## src/design/rgbacm_pkg.sv

```systemverilog
// shared types and constants for the rgb affine colour matrix
package rgbacm_pkg;

  localparam int unsigned SAMPLE_W          = 16;
  localparam int unsigned NARROW_W          = 8;
  localparam int unsigned GAIN_W            = 20;
  localparam int unsigned ROW_W             = 3 * GAIN_W;
  localparam int unsigned OFFSET_W          = 22;
  localparam int unsigned OFFSET_FRAC       = 4;
  localparam int unsigned GAIN_FRAC_DEFAULT = 12;
  localparam int unsigned PROD_W            = GAIN_W + SAMPLE_W + 1;
  localparam int unsigned ACC_W             = 40;
  localparam int unsigned CFG_IDX_W         = 3;
  localparam int unsigned NUM_STAGES        = 4;

  localparam logic [ROW_W-1:0] GAIN_RED_RESET   = ROW_W'(64'd4096);
  localparam logic [ROW_W-1:0] GAIN_GREEN_RESET = ROW_W'(64'd4096 << GAIN_W);
  localparam logic [ROW_W-1:0] GAIN_BLUE_RESET  = ROW_W'(64'd4096 << (2 * GAIN_W));

  localparam logic [SAMPLE_W-1:0] CHAN_MAX_WIDE   = '1;
  localparam logic [SAMPLE_W-1:0] CHAN_MAX_NARROW = SAMPLE_W'({NARROW_W{1'b1}});

  typedef enum logic [CFG_IDX_W-1:0] {
    CFG_GAIN_RED     = 3'd0,
    CFG_GAIN_GREEN   = 3'd1,
    CFG_GAIN_BLUE    = 3'd2,
    CFG_OFFSET_RED   = 3'd3,
    CFG_OFFSET_GREEN = 3'd4,
    CFG_OFFSET_BLUE  = 3'd5,
    CFG_WIDE_MODE    = 3'd6
  } cfg_idx_e;

  typedef struct packed {
    logic [SAMPLE_W-1:0] red_in;
    logic [SAMPLE_W-1:0] green_in;
    logic [SAMPLE_W-1:0] blue_in;
  } pixel_in_t;

  typedef struct packed {
    logic [SAMPLE_W-1:0] red_out;
    logic [SAMPLE_W-1:0] green_out;
    logic [SAMPLE_W-1:0] blue_out;
  } pixel_out_t;

  // per-stage control that travels alongside the datapath
  typedef struct packed {
    logic valid;
    logic wide;
  } stage_ctl_t;

endpackage

```

## src/design/rgbacm_channel.sv

```systemverilog
// one output channel: three products, offset, rounding and clamp over four stages
module rgbacm_channel #(
  parameter int unsigned GAIN_FRACTION_BITS = rgbacm_pkg::GAIN_FRAC_DEFAULT
) (
  input  logic                                            clk_i,
  input  logic [rgbacm_pkg::ROW_W-1:0]                    row_i,
  input  logic signed [rgbacm_pkg::OFFSET_W-1:0]          offset_i,
  input  logic [2:0][rgbacm_pkg::SAMPLE_W-1:0]            smp_i,
  input  logic                                            wide_i,
  output logic [rgbacm_pkg::SAMPLE_W-1:0]                 out_o
);

  localparam int unsigned AccW   = rgbacm_pkg::ACC_W;
  localparam int unsigned ProdW  = rgbacm_pkg::PROD_W;
  localparam int unsigned GainW  = rgbacm_pkg::GAIN_W;
  localparam int unsigned SmpW   = rgbacm_pkg::SAMPLE_W;
  localparam int unsigned NarW   = rgbacm_pkg::NARROW_W;
  localparam int unsigned MagW   = AccW - GAIN_FRACTION_BITS;
  localparam int unsigned OfsSh  = GAIN_FRACTION_BITS - rgbacm_pkg::OFFSET_FRAC;
  localparam logic signed [AccW-1:0] RoundConst = AccW'(1) <<< (GAIN_FRACTION_BITS - 1);

  logic signed [ProdW-1:0] prod_d [3];
  logic signed [ProdW-1:0] prod_q [3];
  logic signed [AccW-1:0]  ofs_term;
  logic signed [AccW-1:0]  sum01_q, sum2_q;
  logic signed [AccW-1:0]  acc_q;
  logic [MagW-1:0]         mag;
  logic [SmpW-1:0]         out_d, out_q;

  // stage a: gain times sample
  always_comb begin
    for (int k = 0; k < 3; k++) begin
      prod_d[k] = $signed(row_i[k*GainW +: GainW]) * $signed({1'b0, smp_i[k]});
    end
  end

  assign ofs_term = AccW'(offset_i) <<< OfsSh;

  // integer part; only meaningful when the sum is not negative
  assign mag = acc_q[AccW-1:GAIN_FRACTION_BITS];

  always_comb begin
    if (acc_q[AccW-1]) begin
      out_d = '0;
    end else if (wide_i) begin
      out_d = (|mag[MagW-1:SmpW]) ? rgbacm_pkg::CHAN_MAX_WIDE : mag[SmpW-1:0];
    end else begin
      out_d = (|mag[MagW-1:NarW]) ? rgbacm_pkg::CHAN_MAX_NARROW
                                  : SmpW'(mag[NarW-1:0]);
    end
  end

  always_ff @(posedge clk_i) begin
    for (int k = 0; k < 3; k++) begin
      prod_q[k] <= prod_d[k];
    end
    // stage b: two partial sums, offset and half folded into the second
    sum01_q <= AccW'(prod_q[0]) + AccW'(prod_q[1]);
    sum2_q  <= AccW'(prod_q[2]) + ofs_term + RoundConst;
    // stage c: full sum
    acc_q   <= sum01_q + sum2_q;
    // stage d: drop the fraction (round to nearest, with the half) and clamp
    out_q   <= out_d;
  end

  assign out_o = out_q;

endmodule

```

## config.mk

```make
export PLATFORM = sky130hd
export DESIGN_NAME = rgbacm_channel
export DESIGN_NICKNAME = d
export VERILOG_FILES = /design/src/design/rgbacm_pkg.sv /design/src/design/rgbacm_channel.sv
export SDC_FILE = /design/constraint.sdc
export NUM_CORES = 2
export LEC_CHECK = 0
export BUFFER_PORTS_ARGS = -buffer_cell sky130_fd_sc_hd__buf_2
export CAP_MARGIN = 10
export CORE_ASPECT_RATIO = 0.6
export CORE_MARGIN = 2
export CORE_UTILIZATION = 45
export DETAILED_ROUTE_END_ITERATION = 16
export MAX_ROUTING_LAYER = met4
export SYNTH_ARGS = -nofsm -noshare
export SYNTH_HDL_FRONTEND = slang
export SYNTH_SLANG_ARGS = --single-unit
```

## constraint.sdc

```tcl
create_clock -name clk_i -period 6.55 [get_ports clk_i]
set_input_delay 1.31 -clock clk_i [delete_from_list [all_inputs] [get_ports clk_i]]
set_output_delay 1.31 -clock clk_i [all_outputs]
set_load 0.01 [all_outputs]
```

==> After elaboration in Yosys (flattened, before gate mapping) <==
Memory sizes are Yosys's and may differ from the RTL's.
Cells that the tools add are included.
{ "classes": {"add_sub_neg": 4, "mul": 3, "n_mux": 3, "n_reduce_logical": 2} }
{ "ops": {"columns": ["operator", "n"], "rows": [
  ["$mul 20x17->37", 3],
  ["$add 38x39->40", 1],
  ["$add 38x13->39 const B", 1],
  ["$add 37x30->38", 1],
  ["$add 37x37->38", 1],
  ["$mux 16", 2],
  ["$reduce_or 20->1", 1],
  ["$reduce_or 12->1", 1],
  ["$mux 8", 1]
]} }
{ "word_totals": {"reg_bits": 133, "ramBits": 111, "out_inout_bits": 16, "elab_cells": 17, "memories": 1} }
{ "mem_list": {"columns": ["name", "depth", "width", "read_ports", "rd_clocked_by_memory_dff", "write_ports", "line", "rtl"], "rows": [
  ["prod_q", 3, 37, 3, 0, 3, "rgbacm_channel.sv:23", "logic signed [ProdW-1:0] prod_q [3];"]
]} }

==> Depth between registers and ports, before layout <==
{ "depth": {"ltp_word": 3, "mapped_depth": 25, "mapped_depth_nobuf": 24} }

==> Least setup slack after synthesis <==
Ideal clock, no wire load.
{ "synth_timing": {"path_kind": "input to register", "startpoint": "input port smp_i[44] (netlist bit)", "endpoint": "memory prod_q[0][105] (netlist bit)", "arrival_time_ns": 6.882, "slack_ns": -0.455, "cell_stages": 23, "path_cell_list": "clkbuf_1 clkbuf_1 nand2_1 fa_1 inv_1 fa_1 fa_1 fa_1 fa_1 inv_1 fa_1 inv_1 ha_1 buf_4 a21o_1 or4_1 a31oi_1 o21ai_0 nand2b_1 o41ai_2 a211oi_1 o21bai_1 xor2_1"} }
{ "synth_rtl": {"columns": ["item", "line", "rtl"], "rows": [
  ["from (decl)", "rgbacm_channel.sv:8", "input logic [2:0][rgbacm_pkg::SAMPLE_W-1:0] smp_i,"],
  ["to (decl)", "rgbacm_channel.sv:23", null]
]} }

==> metrics.txt <==
status finished, final reports clean; Max Cap Viol 0; Post-route DRC 0; GRT Overall Usage 0.226; Die Y 252 µm; worst hold start prod_q[0][81]$_DFF_P_; post-route ant nets 0; core area 101000 µm²; Synth Instances 5072; pre-CTS setup slack -0.712 ns; register area share after synthesis 0.101; worst setup margin 0.145 ns; CP Data Required Time 7.00 ns; Final #Nets 7095; Rel. slew slack 0.514; Rows 90; TritonCTS clock tree built; hold_ws 0.322 ns; Die Span X 417 µm; Top FF cell, synth dfxtp_1; Period minus WS final 6.40 ns; Port Buffer Count 147; CP startpoint smp_i[37]; unrepaired setup endpoints after global routing yes; Max clock buf depth 3; Slew @ Worst Pin 0.726 ns; area share of the largest cell type after synthesis 0.420; Ys Warns 0; antenna violations before repair 10; WL/cell 16.2 µm; Ports 148; area leader, netlist fa_1; Setup CP Type in2reg; CTS buffer count 23; first drt pass iteration count 5; initial cell density of the core 0.456; syn avg cell area 9.07 µm²; Worst-path clk slew 0.07 ns; Clock Skew 0.0227 ns; crit-path max FO 8; FFs w/ async S/R, synth 0; vias per inst 4.89; endpoints failing hold 0; vias in the first global route 34.7k; utilization after layout 0.532; largest net degree at the start of global routing 21; CTS root buf clkbuf_16; Clk Latency, worst-skew pair 0.53 ns; layout cell share with drive strength beyond 1 0.153; top cells by area, synth fa_1 42%, ha_1 11%, inv_1 10%; number of flops mapped to enable cells by yosys 0; CP Launch Type input pin; CTS HTree Levels 1; Netlist Area Pre-Place 46000 µm²; Die Footprint 105000 µm²; Iteration-0 DRC Markers 2072; syn_nets 6581; Cell variety after synth 77; Layout area overhead 16.7%; Hold Buf Count CTS 0; Vias 34.0k; setup TNS 0 ns; post-DP HPWL 99700 µm; crit share post-route 0.978; Hold Crit Class reg2reg; Fmax 0.156 GHz; worst flop-to-flop path startpoint prod_q[0][83]$_DFF_P_; CP arrival 6.85 ns; clk sinks 232; total gr overflow 0; Final Max Tran Viols 0; final WL 112000 µm; first-pass GRT wire length 185000 µm; flops & latches, synth 232; gpl congestion 0.907; # setup viols final 0; Worst setup EP type flip-flop
[per-stage QoR]
step / instance area [µm²] / instances
4_1_cts: 52800 / 6922
3_3_place_gp: 52000 / 6880
5_1_grt: 53700 / 6944
3_5_place_dp: 52000 / 6880
6_report: 53700 / 6944
2_1_floorplan: 46500 / 5072
[placed cells by master, fill, tap and decap left out, types with 23 or more instances in the layout]
| cell type | count |
|---|---|
| inv_1 | 1242 |
| clkbuf_16 | 26 |
| dfxtp_1 | 232 |
| o21ai_0 | 59 |
| and2_1 | 369 |
| nand2_1 | 624 |
| buf_12 | 24 |
| ha_1 | 391 |
| nor3_1 | 40 |
| o21a_1 | 39 |
| buf_2 | 93 |
| fa_1 | 943 |
| xor2_1 | 42 |
| a21oi_1 | 126 |
| nor2_1 | 119 |
| nand3_1 | 32 |
| a21o_1 | 84 |
| xnor2_1 | 141 |
| o21bai_1 | 31 |
| buf_6 | 23 |
| buf_4 | 501 |
| and2_4 | 24 |
| nor2b_1 | 27 |
[sequential cells by signal, summed over array words and instances (netlist names)]
name	cells
sum2_q	39
sum01_q	38
acc_q	28
out_o	16
prod_q	111
[final cells by class]
type / count / area, µm²
Antenna cell: 7 / 17.5
Clock buffer: 30 / 632
Clock inverter: 12 / 140
Fill cell: 9303 / 47200
Inverter: 1250 / 4690
Multi-Input combinational cell: 3413 / 36600
Sequential cell: 232 / 4640
Tap cell: 1334 / 1670
Timing Repair Buffer: 666 / 5280
[cells in the mapped netlist, types with 7 or more instances]
cell type	n
inv_1	1250
fa_1	965
nand2_1	634
ha_1	412
and2_1	393
dfxtp_1	232
clkbuf_1	169
xnor2_1	141
a21oi_1	138
nor2_1	123
a21o_1	85
o21ai_0	70
xor2_1	43
nor3_1	41
o21a_1	39
nand3_1	34
o21bai_1	31
nor2b_1	28
a31oi_1	22
nand2b_1	22
a211oi_1	20
nand4_1	19
and3_1	17
o21ai_1	13
o211ai_1	8
a211o_1	7
nor4_1	7
o31ai_1	7
[final timing paths]
kind         slack [ns]  cells past startpoint                      to
min                0.32                      0       sum2_q[7]$_DFF_P_
max                0.15                     23  prod_q[0][110]$_DFF_P_
min reg2reg        0.32                      0       sum2_q[7]$_DFF_P_
max reg2reg        2.84                     13      sum2_q[37]$_DFF_P_
[what timing repair did]
item	in CTS	in global routing
gates cloned	0	3
setup buffers	0	13
resized for setup	5	241
setup endpoints to repair	7	34
pin swaps	3	80
endpoints found under the hold margin	0	0
[logic make-up (layout without fill, tap and decap cells)]
group,count (synthesis),in the layout,share of synthesized area
DFF,232,232,0.101
xor gates and xnor gates,184,184,0.0350
buffers and inverters,1427,1958,0.117
other,0,7,0
adders and majority gates,1377,1377,0.532
and+or+nand+nor,1339,1339,0.140
AOI/OAI and AO/OA,512,512,0.0753
muxes,1,1,0.000218
[per-layer routing]
metal  track usage  vias up  wire length [µm]
met2         0.293      920             42600
met3        0.0382       44              9050
met4        0.0139        0               590
met1         0.374    16786             60200
li1              -    16206                 -
met5             -        -                 0
[worst max-delay path, cell delays in order]
cell and delay, ns:
buf_16 0.13, and2_4 0.14, fa_1 0.53, inv_1 0.05, fa_1 0.49, fa_1 0.44
fa_1 0.51, inv_2 0.04, fa_1 0.48, inv_1 0.05, fa_1 0.50, inv_2 0.05
ha_4 0.16, a211oi_2 0.22, nor2_2 0.09, o41ai_2 0.21, buf_4 0.19, o2111ai_4 0.18
a311oi_4 0.45, o21ai_4 0.14, a41o_1 0.24, a21oi_2 0.13, xnor2_1 0.13
Power is left out: the tool's default activity adds up to more than one toggle a clock period on the data nets, which glitch-free logic cannot reach.
